## src/rtl/rrp_pkg.sv

```systemverilog
`timescale 1ns / 1ps

package rrp_pkg;

	localparam int LENGTH_BITS_DEF = 32;

	// Byte queue between the classifier and the parser.
	localparam int QUEUE_DEPTH = 4;
	localparam int QPTR_W      = $clog2(QUEUE_DEPTH);

	// Result queue; the parser needs room for two results before it takes a byte.
	localparam int RES_DEPTH = 4;
	localparam int RPTR_W    = $clog2(RES_DEPTH);

	localparam int REG_INDEX_W = 1;
	localparam logic [REG_INDEX_W-1:0] REG_MAX_BULK_LEN = 1'b0;
	localparam logic [REG_INDEX_W-1:0] REG_MAX_ELEMENTS = 1'b1;

	localparam logic [31:0] MAX_BULK_LEN_RST = 32'd536870912;
	localparam logic [31:0] MAX_ELEMENTS_RST = 32'd1048576;

	localparam logic [7:0] CH_STAR   = 8'h2A;
	localparam logic [7:0] CH_DOLLAR = 8'h24;
	localparam logic [7:0] CH_CR     = 8'h0D;
	localparam logic [7:0] CH_LF     = 8'h0A;
	localparam logic [7:0] CH_SP     = 8'h20;
	localparam logic [7:0] CH_TAB    = 8'h09;
	localparam logic [7:0] CH_ZERO   = 8'h30;
	localparam logic [7:0] CH_NINE   = 8'h39;
	localparam logic [7:0] CH_UC_A   = 8'h41;
	localparam logic [7:0] CH_UC_Z   = 8'h5A;
	localparam logic [7:0] CH_LC_A   = 8'h61;
	localparam logic [7:0] CH_LC_Z   = 8'h7A;

	typedef struct packed {
		logic [7:0] c;
		logic       abandon;
		logic       is_digit;
		logic       is_letter;
		logic       is_ws;
		logic       is_cr;
		logic       is_lf;
		logic       is_sp;
		logic       is_star;
		logic       is_dollar;
		logic [3:0] digit;
	} byte_cls_t;

	typedef struct packed {
		logic [7:0]  out_byte;
		logic        has_byte;
		logic [31:0] element_index;
		logic        element_end;
		logic        message_end;
		logic        parse_error;
		logic        last_of_run;
	} result_t;

	typedef struct packed {
		logic [1:0] count;
		result_t    r0;
		result_t    r1;
	} result_push_t;

	function automatic byte_cls_t classify(input logic [7:0] c, input logic abandon);
		byte_cls_t k;
		k.c         = c;
		k.abandon   = abandon;
		k.is_digit  = (c >= CH_ZERO) && (c <= CH_NINE);
		k.is_letter = ((c >= CH_UC_A) && (c <= CH_UC_Z)) || ((c >= CH_LC_A) && (c <= CH_LC_Z));
		k.is_ws     = (c == CH_SP) || ((c >= CH_TAB) && (c <= CH_CR));
		k.is_cr     = (c == CH_CR);
		k.is_lf     = (c == CH_LF);
		k.is_sp     = (c == CH_SP);
		k.is_star   = (c == CH_STAR);
		k.is_dollar = (c == CH_DOLLAR);
		k.digit     = 4'(c - CH_ZERO);
		return k;
	endfunction

endpackage

```

## src/rtl/resp_request_parser_core.sv

```systemverilog
`timescale 1ns / 1ps

// Byte-serial parser for request messages: array of bulk strings, a single
// bulk string, or an inline command split on spaces.
// Input side is a queue: drive in_byte and abandon with push while full is low.
// A byte with abandon set drops any partial message and gives no result.
// Result side is a queue: while empty is low the oldest result sits on the
// result ports, and pop takes it. One byte gives zero, one or two results;
// last_of_run marks the final result of a byte.
// Throughput is one byte per cycle while each byte gives at most one result and
// the receiver pops every cycle. An accepted byte is registered in the byte queue;
// the parser works on it at the head of that queue, and its results are written
// into the result queue, whose oldest entry drives the result ports.
// The parser takes a byte only when the result queue has two free slots, so
// a stalled receiver backs up into the byte queue and then raises full.
// Reset puts the parser in idle, empties both queues and loads the limit
// registers with their defaults. Limits are written through wr_en, wr_index
// and wr_data; the user must write them only while the block is idle (the block has no check).
module resp_request_parser_core #(
	parameter int LENGTH_BITS = rrp_pkg::LENGTH_BITS_DEF
) (
	input  logic                             clk,
	input  logic                             arst_n,
	input  logic                             push,
	output logic                             full,
	input  logic [7:0]                       in_byte,
	input  logic                             abandon,
	input  logic                             wr_en,
	input  logic [rrp_pkg::REG_INDEX_W-1:0]  wr_index,
	input  logic [31:0]                      wr_data,
	output logic                             empty,
	input  logic                             pop,
	output logic [7:0]                       out_byte,
	output logic                             has_byte,
	output logic [31:0]                      element_index,
	output logic                             element_end,
	output logic                             message_end,
	output logic                             parse_error,
	output logic                             last_of_run
);
	import rrp_pkg::*;

	logic          head_valid;
	byte_cls_t     head;
	logic          deq;
	logic          room;
	result_push_t  res_push;
	result_t       res_head;

	rrp_front u_front (
		.clk        (clk),
		.arst_n     (arst_n),
		.push       (push),
		.full       (full),
		.in_byte    (in_byte),
		.abandon    (abandon),
		.deq        (deq),
		.head_valid (head_valid),
		.head       (head)
	);

	rrp_back #(
		.LENGTH_BITS (LENGTH_BITS)
	) u_back (
		.clk        (clk),
		.arst_n     (arst_n),
		.wr_en      (wr_en),
		.wr_index   (wr_index),
		.wr_data    (wr_data),
		.head_valid (head_valid),
		.head       (head),
		.deq        (deq),
		.room       (room),
		.res_push   (res_push)
	);

	rrp_result_queue u_result_queue (
		.clk      (clk),
		.arst_n   (arst_n),
		.res_push (res_push),
		.room     (room),
		.pop      (pop),
		.empty    (empty),
		.head     (res_head)
	);

	assign out_byte      = res_head.out_byte;
	assign has_byte      = res_head.has_byte;
	assign element_index = res_head.element_index;
	assign element_end   = res_head.element_end;
	assign message_end   = res_head.message_end;
	assign parse_error   = res_head.parse_error;
	assign last_of_run   = res_head.last_of_run;

endmodule

```

## src/rtl/rrp_front.sv

```systemverilog
`timescale 1ns / 1ps

module rrp_front (
	input  logic                clk,
	input  logic                arst_n,
	input  logic                push,
	output logic                full,
	input  logic [7:0]          in_byte,
	input  logic                abandon,
	input  logic                deq,
	output logic                head_valid,
	output rrp_pkg::byte_cls_t  head
);
	import rrp_pkg::*;

	byte_cls_t          entry_q [QUEUE_DEPTH];
	logic [QPTR_W-1:0]  wr_ptr_q;
	logic [QPTR_W-1:0]  rd_ptr_q;
	logic [QPTR_W:0]    count_q;
	logic               do_push;
	logic               do_deq;

	assign full       = (count_q == (QPTR_W+1)'(QUEUE_DEPTH));
	assign head_valid = (count_q != '0);
	assign head       = entry_q[rd_ptr_q];
	assign do_push    = push && !full;
	assign do_deq     = deq && head_valid;

	// Bytes are classified on the way in so the parser sees flags beside the raw byte.
	always_ff @(posedge clk) begin
		if (do_push) begin
			entry_q[wr_ptr_q] <= classify(in_byte, abandon);
		end
	end

	always_ff @(posedge clk or negedge arst_n) begin
		if (!arst_n) begin
			wr_ptr_q <= '0;
			rd_ptr_q <= '0;
			count_q  <= '0;
		end else begin
			if (do_push) begin
				wr_ptr_q <= wr_ptr_q + 1'b1;
			end
			if (do_deq) begin
				rd_ptr_q <= rd_ptr_q + 1'b1;
			end
			count_q <= count_q + (QPTR_W+1)'(do_push) - (QPTR_W+1)'(do_deq);
		end
	end

endmodule

```

## src/rtl/rrp_back.sv

```systemverilog
`timescale 1ns / 1ps

module rrp_back #(
	parameter int LENGTH_BITS = rrp_pkg::LENGTH_BITS_DEF
) (
	input  logic                                  clk,
	input  logic                                  arst_n,
	input  logic                                  wr_en,
	input  logic [rrp_pkg::REG_INDEX_W-1:0]       wr_index,
	input  logic [31:0]                           wr_data,
	input  logic                                  head_valid,
	input  rrp_pkg::byte_cls_t                    head,
	output logic                                  deq,
	input  logic                                  room,
	output rrp_pkg::result_push_t                 res_push
);
	import rrp_pkg::*;

	localparam int AW = LENGTH_BITS;
	localparam int VW = ((AW > 32) ? AW : 32) + 4;

	localparam logic [2:0] PH_IDLE  = 3'd0;
	localparam logic [2:0] PH_SIZE  = 3'd1;
	localparam logic [2:0] PH_MARK  = 3'd2;
	localparam logic [2:0] PH_DATA  = 3'd3;
	localparam logic [2:0] PH_TERM  = 3'd4;
	localparam logic [2:0] PH_PLAIN = 3'd5;

	localparam logic [1:0] FORM_NONE  = 2'd0;
	localparam logic [1:0] FORM_ARRAY = 2'd1;
	localparam logic [1:0] FORM_BULK  = 2'd2;
	localparam logic [1:0] FORM_PLAIN = 2'd3;

	logic [31:0]   max_bulk_len_q;
	logic [31:0]   max_elements_q;

	logic [2:0]    phase_q, phase_d;
	logic [1:0]    form_q, form_d;
	logic [31:0]   elements_left_q, elements_left_d;
	logic [AW-1:0] length_accum_q, length_accum_d;
	logic [31:0]   payload_left_q, payload_left_d;
	logic          prev_cr_q, prev_cr_d;
	logic          held_cr_q, held_cr_d;
	logic [31:0]   element_count_q, element_count_d;

	logic [VW-1:0] acc_v, prod_v, mask_v, reg_v, lim_v;
	logic          overflow;

	result_t       res [2];
	logic [1:0]    k;
	logic          go_idle;
	logic          err;
	logic          plain_go;
	logic          last_elem;

	assign deq = head_valid && room;

	// Next length value is accum * 10 + digit, built from two shifts.
	assign acc_v    = VW'(length_accum_q);
	assign prod_v   = (acc_v << 3) + (acc_v << 1) + VW'(head.digit);
	assign mask_v   = {{(VW-AW){1'b0}}, {AW{1'b1}}};
	assign reg_v    = VW'((form_q == FORM_ARRAY) ? max_elements_q : max_bulk_len_q);
	assign lim_v    = (reg_v < mask_v) ? reg_v : mask_v;
	assign overflow = (prod_v > lim_v);

	function automatic result_t mk(input logic [7:0] b, input logic has, input logic [31:0] idx,
			input logic ee, input logic me);
		result_t r;
		r.out_byte      = b;
		r.has_byte      = has;
		r.element_index = idx;
		r.element_end   = ee;
		r.message_end   = me;
		r.parse_error   = 1'b0;
		r.last_of_run   = 1'b0;
		return r;
	endfunction

	always_comb begin
		phase_d         = phase_q;
		form_d          = form_q;
		elements_left_d = elements_left_q;
		length_accum_d  = length_accum_q;
		payload_left_d  = payload_left_q;
		prev_cr_d       = prev_cr_q;
		held_cr_d       = held_cr_q;
		element_count_d = element_count_q;
		res[0]          = '0;
		res[1]          = '0;
		k               = 2'd0;
		go_idle         = 1'b0;
		err             = 1'b0;
		plain_go        = 1'b0;
		last_elem       = (elements_left_q <= 32'd1);

		if (deq) begin
			if (head.abandon) begin
				go_idle = 1'b1;
			end else begin
				unique case (phase_q)
					PH_IDLE: begin
						if (head.is_star) begin
							form_d  = FORM_ARRAY;
							phase_d = PH_SIZE;
						end else if (head.is_dollar) begin
							form_d          = FORM_BULK;
							elements_left_d = 32'd1;
							phase_d         = PH_SIZE;
						end else if (head.is_letter) begin
							form_d  = FORM_PLAIN;
							phase_d = PH_PLAIN;
							res[0]  = mk(head.c, 1'b1, 32'd0, 1'b0, 1'b0);
							k       = 2'd1;
						end else if (!head.is_ws) begin
							err = 1'b1;
						end
					end
					PH_SIZE: begin
						if (prev_cr_q && !head.is_lf) begin
							err = 1'b1;
						end else if (head.is_cr) begin
							prev_cr_d = 1'b1;
						end else if (head.is_lf) begin
							prev_cr_d      = 1'b0;
							length_accum_d = '0;
							if (form_q == FORM_ARRAY) begin
								if (length_accum_q == '0) begin
									// An empty array is a whole message by itself.
									res[0]  = mk(8'd0, 1'b0, 32'd0, 1'b0, 1'b1);
									k       = 2'd1;
									go_idle = 1'b1;
								end else begin
									elements_left_d = 32'(length_accum_q);
									element_count_d = '0;
									form_d          = FORM_BULK;
									phase_d         = PH_MARK;
								end
							end else begin
								payload_left_d = 32'(length_accum_q);
								phase_d = (length_accum_q == '0) ? PH_TERM : PH_DATA;
							end
						end else if (head.is_digit) begin
							if (overflow) begin
								err = 1'b1;
							end else begin
								length_accum_d = prod_v[AW-1:0];
							end
						end else begin
							err = 1'b1;
						end
					end
					PH_MARK: begin
						if (head.is_dollar) begin
							length_accum_d = '0;
							prev_cr_d      = 1'b0;
							phase_d        = PH_SIZE;
						end else begin
							err = 1'b1;
						end
					end
					PH_DATA: begin
						res[0]         = mk(head.c, 1'b1, element_count_q, 1'b0, 1'b0);
						k              = 2'd1;
						payload_left_d = payload_left_q - 32'd1;
						if (payload_left_q == 32'd1) begin
							phase_d = PH_TERM;
						end
					end
					PH_TERM: begin
						if (head.is_cr && !prev_cr_q) begin
							prev_cr_d = 1'b1;
						end else if (head.is_lf) begin
							res[0]    = mk(8'd0, 1'b0, element_count_q, 1'b1, last_elem);
							k         = 2'd1;
							prev_cr_d = 1'b0;
							if (last_elem) begin
								go_idle = 1'b1;
							end else begin
								elements_left_d = elements_left_q - 32'd1;
								element_count_d = element_count_q + 32'd1;
								phase_d         = PH_MARK;
							end
						end else begin
							err = 1'b1;
						end
					end
					PH_PLAIN: begin
						plain_go = 1'b1;
						if (held_cr_q) begin
							held_cr_d = 1'b0;
							if (head.is_lf) begin
								res[0]   = mk(8'd0, 1'b0, element_count_q, 1'b1, 1'b1);
								k        = 2'd1;
								go_idle  = 1'b1;
								plain_go = 1'b0;
							end else begin
								// The held CR was data after all; it goes out first.
								res[0] = mk(CH_CR, 1'b1, element_count_q, 1'b0, 1'b0);
								k      = 2'd1;
							end
						end
						if (plain_go) begin
							if (head.is_sp) begin
								res[k[0]] = mk(8'd0, 1'b0, element_count_q, 1'b1, 1'b0);
								k         = k + 2'd1;
								element_count_d = element_count_q + 32'd1;
							end else if (head.is_lf) begin
								res[k[0]] = mk(8'd0, 1'b0, element_count_q, 1'b1, 1'b1);
								k         = k + 2'd1;
								go_idle   = 1'b1;
							end else if (head.is_cr) begin
								held_cr_d = 1'b1;
							end else begin
								res[k[0]] = mk(head.c, 1'b1, element_count_q, 1'b0, 1'b0);
								k         = k + 2'd1;
							end
						end
					end
					default: begin
						go_idle = 1'b1;
					end
				endcase
			end
		end

		if (err) begin
			res[0]             = '0;
			res[0].parse_error = 1'b1;
			k                  = 2'd1;
			go_idle            = 1'b1;
		end

		if (go_idle) begin
			phase_d         = PH_IDLE;
			form_d          = FORM_NONE;
			elements_left_d = '0;
			length_accum_d  = '0;
			payload_left_d  = '0;
			prev_cr_d       = 1'b0;
			held_cr_d       = 1'b0;
			element_count_d = '0;
		end

		if (k == 2'd1) begin
			res[0].last_of_run = 1'b1;
		end else if (k == 2'd2) begin
			res[1].last_of_run = 1'b1;
		end

		res_push.count = k;
		res_push.r0    = res[0];
		res_push.r1    = res[1];
	end

	always_ff @(posedge clk or negedge arst_n) begin
		if (!arst_n) begin
			max_bulk_len_q  <= MAX_BULK_LEN_RST;
			max_elements_q  <= MAX_ELEMENTS_RST;
			phase_q         <= PH_IDLE;
			form_q          <= FORM_NONE;
			elements_left_q <= '0;
			length_accum_q  <= '0;
			payload_left_q  <= '0;
			prev_cr_q       <= 1'b0;
			held_cr_q       <= 1'b0;
			element_count_q <= '0;
		end else begin
			if (wr_en) begin
				unique case (wr_index)
					REG_MAX_BULK_LEN: max_bulk_len_q <= wr_data;
					REG_MAX_ELEMENTS: max_elements_q <= wr_data;
					default: ;
				endcase
			end
			phase_q         <= phase_d;
			form_q          <= form_d;
			elements_left_q <= elements_left_d;
			length_accum_q  <= length_accum_d;
			payload_left_q  <= payload_left_d;
			prev_cr_q       <= prev_cr_d;
			held_cr_q       <= held_cr_d;
			element_count_q <= element_count_d;
		end
	end

endmodule

```

## src/rtl/rrp_result_queue.sv

```systemverilog
`timescale 1ns / 1ps

module rrp_result_queue (
	input  logic                   clk,
	input  logic                   arst_n,
	input  rrp_pkg::result_push_t  res_push,
	output logic                   room,
	input  logic                   pop,
	output logic                   empty,
	output rrp_pkg::result_t       head
);
	import rrp_pkg::*;

	result_t            entry_q [RES_DEPTH];
	logic [RPTR_W-1:0]  wr_ptr_q;
	logic [RPTR_W-1:0]  rd_ptr_q;
	logic [RPTR_W:0]    count_q;
	logic [RPTR_W-1:0]  wr_ptr_next;
	logic               do_pop;

	// Room means two free slots, enough for the worst case of one byte.
	assign room        = (count_q <= (RPTR_W+1)'(RES_DEPTH - 2));
	assign empty       = (count_q == '0);
	assign head        = entry_q[rd_ptr_q];
	assign do_pop      = pop && !empty;
	assign wr_ptr_next = wr_ptr_q + 1'b1;

	always_ff @(posedge clk) begin
		if (res_push.count != 2'd0) begin
			entry_q[wr_ptr_q] <= res_push.r0;
		end
		if (res_push.count == 2'd2) begin
			entry_q[wr_ptr_next] <= res_push.r1;
		end
	end

	always_ff @(posedge clk or negedge arst_n) begin
		if (!arst_n) begin
			wr_ptr_q <= '0;
			rd_ptr_q <= '0;
			count_q  <= '0;
		end else begin
			wr_ptr_q <= wr_ptr_q + RPTR_W'(res_push.count);
			if (do_pop) begin
				rd_ptr_q <= rd_ptr_q + 1'b1;
			end
			count_q <= count_q + (RPTR_W+1)'(res_push.count) - (RPTR_W+1)'(do_pop);
		end
	end

endmodule

```

## config.mk

```make
export PLATFORM = sky130hd
export DESIGN_NAME = resp_request_parser_core
export DESIGN_NICKNAME = d
export VERILOG_FILES = /design/src/rtl/rrp_pkg.sv /design/src/rtl/resp_request_parser_core.sv /design/src/rtl/rrp_front.sv /design/src/rtl/rrp_back.sv /design/src/rtl/rrp_result_queue.sv
export SDC_FILE = /design/constraint.sdc
export NUM_CORES = 1
export LEC_CHECK = 0
export ABC_AREA = 1
export BUFFER_PORTS_ARGS = -buffer_cell sky130_fd_sc_hd__buf_2
export CORE_MARGIN = 3
export CORE_UTILIZATION = 55
export CTS_BUF_LIST = sky130_fd_sc_hd__clkbuf_4 sky130_fd_sc_hd__clkbuf_8 sky130_fd_sc_hd__clkbuf_16
export CTS_CLUSTER_SIZE = 12
export DETAILED_ROUTE_END_ITERATION = 10
export GPL_TIMING_DRIVEN = 0
export HOLD_SLACK_MARGIN = 0.15
export PLACE_DENSITY_LB_ADDON = 0.2
export RECOVER_POWER = 25
export SYNTH_ARGS = -nofsm -noshare
export SYNTH_HDL_FRONTEND = slang
export SYNTH_SLANG_ARGS = --single-unit
```

## constraint.sdc

```tcl
create_clock -name clk -period 9.7 [get_ports clk]
set_clock_uncertainty 0.15 [all_clocks]
set_input_delay 0.97 -clock clk [delete_from_list [all_inputs] [get_ports clk]]
set_output_delay 0.97 -clock clk [all_outputs]
set_load 0.005 [all_outputs]
```

==> impl_metrics.env <==
export IMPL_synthArstFlopShare_pct=46.2
export IMPL_ant_nets=0
export IMPL_root_buffer="clkbuf_16"
export IMPL_crit_type="reg2reg"
export IMPL_syn_inst=3420
export IMPL_period_needed_ps=7790
export IMPL_coreArea_mm2=0.0495
export IMPL_worst_slack_ps=1910
export IMPL_cts_resized=0
export IMPL_ctsHoldBuffers=0
export IMPL_ir_worst_vdd_mv=0.172
export IMPL_worst_pin_slew_ps=6670
export IMPL_finalHoldViolCount=0
export IMPL_cts_buffers=50
export IMPL_syn_num_nets=3582
export IMPL_place_detailed_instances=4189
export IMPL_place_worst_setup_slack_ps=1930
export IMPL_crit_family="simple AND/OR/NAND/NOR gates"
export IMPL_setup_violations=0
export IMPL_port_buffers=93
export IMPL_hold_class="reg2reg"
export IMPL_hold_depth=2
export IMPL_drive_gt1_share_pct=9.93
export IMPL_pin_count=94
export IMPL_slowest_delay_ps=620
export IMPL_syn_to_final_growth_pct=11.8
export IMPL_clk_latency_ps=600
export IMPL_cts_tree="done"
export IMPL_synth_edf_count=248
export IMPL_antenna_found_initial=0
export IMPL_post_cts_buffers=0
export IMPL_reg2reg_depth=41
export IMPL_clkSlewWorstSetupHoldPaths_ps=60
export IMPL_slew_headroom_pct=-344
export IMPL_cpMostUsedCell="nand2_1"
export IMPL_synth_seq_cells=461
export IMPL_synth_cell_types=67
export IMPL_grt_ovfl_total=0
export IMPL_die_h_um=231
export IMPL_firstDrtPassIters=7
export IMPL_fin_nets=3739
export IMPL_crit_path_top_delay_cell="a32oi_1"
export IMPL_finalCritPeriodShare_pct=80.3
export IMPL_num_vias=24700
export IMPL_grt_usage_pct=30.1
export IMPL_grt_max_degree=122
export IMPL_yosys_area_top_type="edfxtp_1"
export IMPL_clock_path_buffers=3
export IMPL_dpl_hpwl_mm=60.0
export IMPL_wl_mm=80.0
export IMPL_required_ps=9840
export IMPL_grt_pass1_vias=24600
export IMPL_worstPathArrival_ps=7930
export IMPL_viasPerCell=5.77
export IMPL_r2r_slack_ps=1910
export IMPL_cp_start_kind="register"
export IMPL_dieArea_mm2=0.0532
export IMPL_gp_congestion=0.939
export IMPL_path_max_fanout=17
export IMPL_drt_iter0_drc=1976
export IMPL_final_common_cell="nand2_1"
export IMPL_synth_area_mm2=0.0278
export IMPL_core_rowCount=81
export IMPL_fmax_ghz=0.128
export IMPL_htreeDepth=2
export IMPL_endpoint_kind="register"
export IMPL_worstHoldEndpoint="u_back.max_bulk_len_q[19]"
export IMPL_synth_warnings=0
export IMPL_synth_top_cell_area_share_pct=26.8
export IMPL_cap_violations=1
export IMPL_diodes=0
export IMPL_violations="capacitance limit, slew limit"
export IMPL_synth_area_top_cells="edfxtp_1 (27%), dfrtp_1 (19%), nand2_1 (12%), o21ai_0 (7.6%), ha_1 (5.0%)"
export IMPL_wl_per_cell_um=18.7
export IMPL_layout_common_cells="nand2_1 (882), o21ai_0 (420), nor2_1 (334), inv_1 (296), edfxtp_1 (248)"
export IMPL_avgSynthCellArea_um2=8.12
export IMPL_synthFlopType="edfxtp_1"
export IMPL_die_x_um=231
export IMPL_drv_slew=122
export IMPL_ys_seq_area_share_pct=46.0
export IMPL_outcome="finished with violations"
export IMPL_power_density_mw_per_mm2=301
export IMPL_reg2reg_from="u_front.rd_ptr_q[0]"
export IMPL_cp_buffers_inverters=8
export IMPL_rsz0062_at_grt="no"
export IMPL_drc=0
export IMPL_p_leak_nw=13.5
export IMPL_n_fill_cell=4342
export IMPL_instances_no_fill=4280
export IMPL_cts_sinks=461
export IMPL_r2r_end="u_result_queue.entry_q[0][10]"
export IMPL_worstHoldStart="u_back.max_bulk_len_q[19]"
export IMPL_start_util_pct=56.2
export IMPL_grt_pass1_wl_mm=129
Yosys cell counts (all sizes together), types with 32 or more instances:
cell type,instances
o22ai,53
clkbuf,90
nor4,32
xor2,60
nand3,170
buf,78
o21ai,456
a21oi,103
inv,305
edfxtp,248
nor3,73
dfrtp,211
nor2,344
nand2,895
ha,111
report_power, final:
group	leakage (nW)	internal, mW	total [mW]	switching (mW)
registers	5.12	2.40	2.65	0.247
logic	7.48	1.48	4.70	3.22
clock network	0.855	1.20	1.98	0.783
per-layer routing:
layer / wire, µm / GRT usage (%) / share of wire [%] / vias to the layer above
li1: - / - / - / 11900
met1: 31400 / 37.1 / 39 / 11600
met3: 5200 / 3.55 / 6.5 / 217
met5: 0 / 0 / 0 / -
met2: 39900 / 53.4 / 50 / 1049
met4: 3450 / 12.7 / 4.3 / 0
tightest hold or removal path, delay by kind of cell (launching register included):
kind / cells / cell delay, ps
DFF: 1 / 340
AOI/OAI and AO/OA: 1 / 60
and+or+nand+nor: 1 / 50
logic make-up after synthesis:
family	share of synthesized area [%]
AOI/OAI and AO/OA	13.9
muxes	1.12
buffers and inverters	7.11
DFF	46.0
and+or+nand+nor	24.2
xor gates and xnor gates	2.46
adders and majority gates	5.29
layout make-up:
class | instances | area (µm²) | area share [%]
Clock inverter | 18 | 250 | 0.806
Multi-Input combinational cell | 2485 | 13100 | 42.1
Sequential cell | 461 | 12800 | 41.2
Timing Repair Buffer | 105 | 668 | 2.15
Tap cell | 664 | 831 | 2.68
Clock buffer | 73 | 1460 | 4.71
Buffer | 168 | 821 | 2.64
Inverter | 306 | 1150 | 3.72
per-stage QoR:
step | TNS (ps) | util [%] | power (mW) | area, µm² | hold slack, ps
after global placement | -483990 | 58.8 | 7.20 | 29100 | 315
after floorplan | 0 | - | 5.83 | 27800 | 302
after detailed placement | 0 | 59.4 | 7.33 | 29400 | 322
final | 0 | 62.8 | 9.33 | 31000 | 334
after global routing | 0 | 62.8 | 10.0 | 31000 | 352
after CTS | 0 | 62.8 | 9.33 | 31100 | 337
worst max-delay path by stage:
| stage | startpoint | end | depth (start not counted) |
|---|---|---|---|
| CTS | u_front.rd_ptr_q[0] | u_result_queue.entry_q[0][10] | 41 |
| global placement | u_front.rd_ptr_q[0] | u_result_queue.entry_q[0][9] | 38 |
| global route | u_front.rd_ptr_q[0] | u_result_queue.entry_q[0][10] | 41 |
| detailed placement | u_front.rd_ptr_q[0] | u_result_queue.entry_q[0][9] | 41 |
| finish | u_front.rd_ptr_q[0] | u_result_queue.entry_q[0][10] | 41 |
| floorplan | u_front.rd_ptr_q[0] | u_result_queue.entry_q[0][0] | 36 |
registers in the layout, indices dropped and copies added, names as in the netlist:
| register | cells |
|---|---|
| u_back.elements_left_q | 32 |
| u_result_queue.entry_q | 180 |
| u_front.count_q | 3 |
| u_front.rd_ptr_q | 2 |
| u_front.entry_q | 68 |
| u_back.payload_left_q | 32 |
| u_back.max_bulk_len_q | 32 |
| u_back.prev_cr_q | 1 |
| u_result_queue.rd_ptr_q | 2 |
| u_back.held_cr_q | 1 |
| u_front.wr_ptr_q | 2 |
| u_result_queue.count_q | 3 |
| u_back.length_accum_q | 32 |
| u_back.element_count_q | 32 |
| u_result_queue.wr_ptr_q | 2 |
| u_back.phase_q | 3 |
| u_back.form_q | 2 |
| u_back.max_elements_q | 32 |
Note: power is estimated with default switching activity, not from simulation.
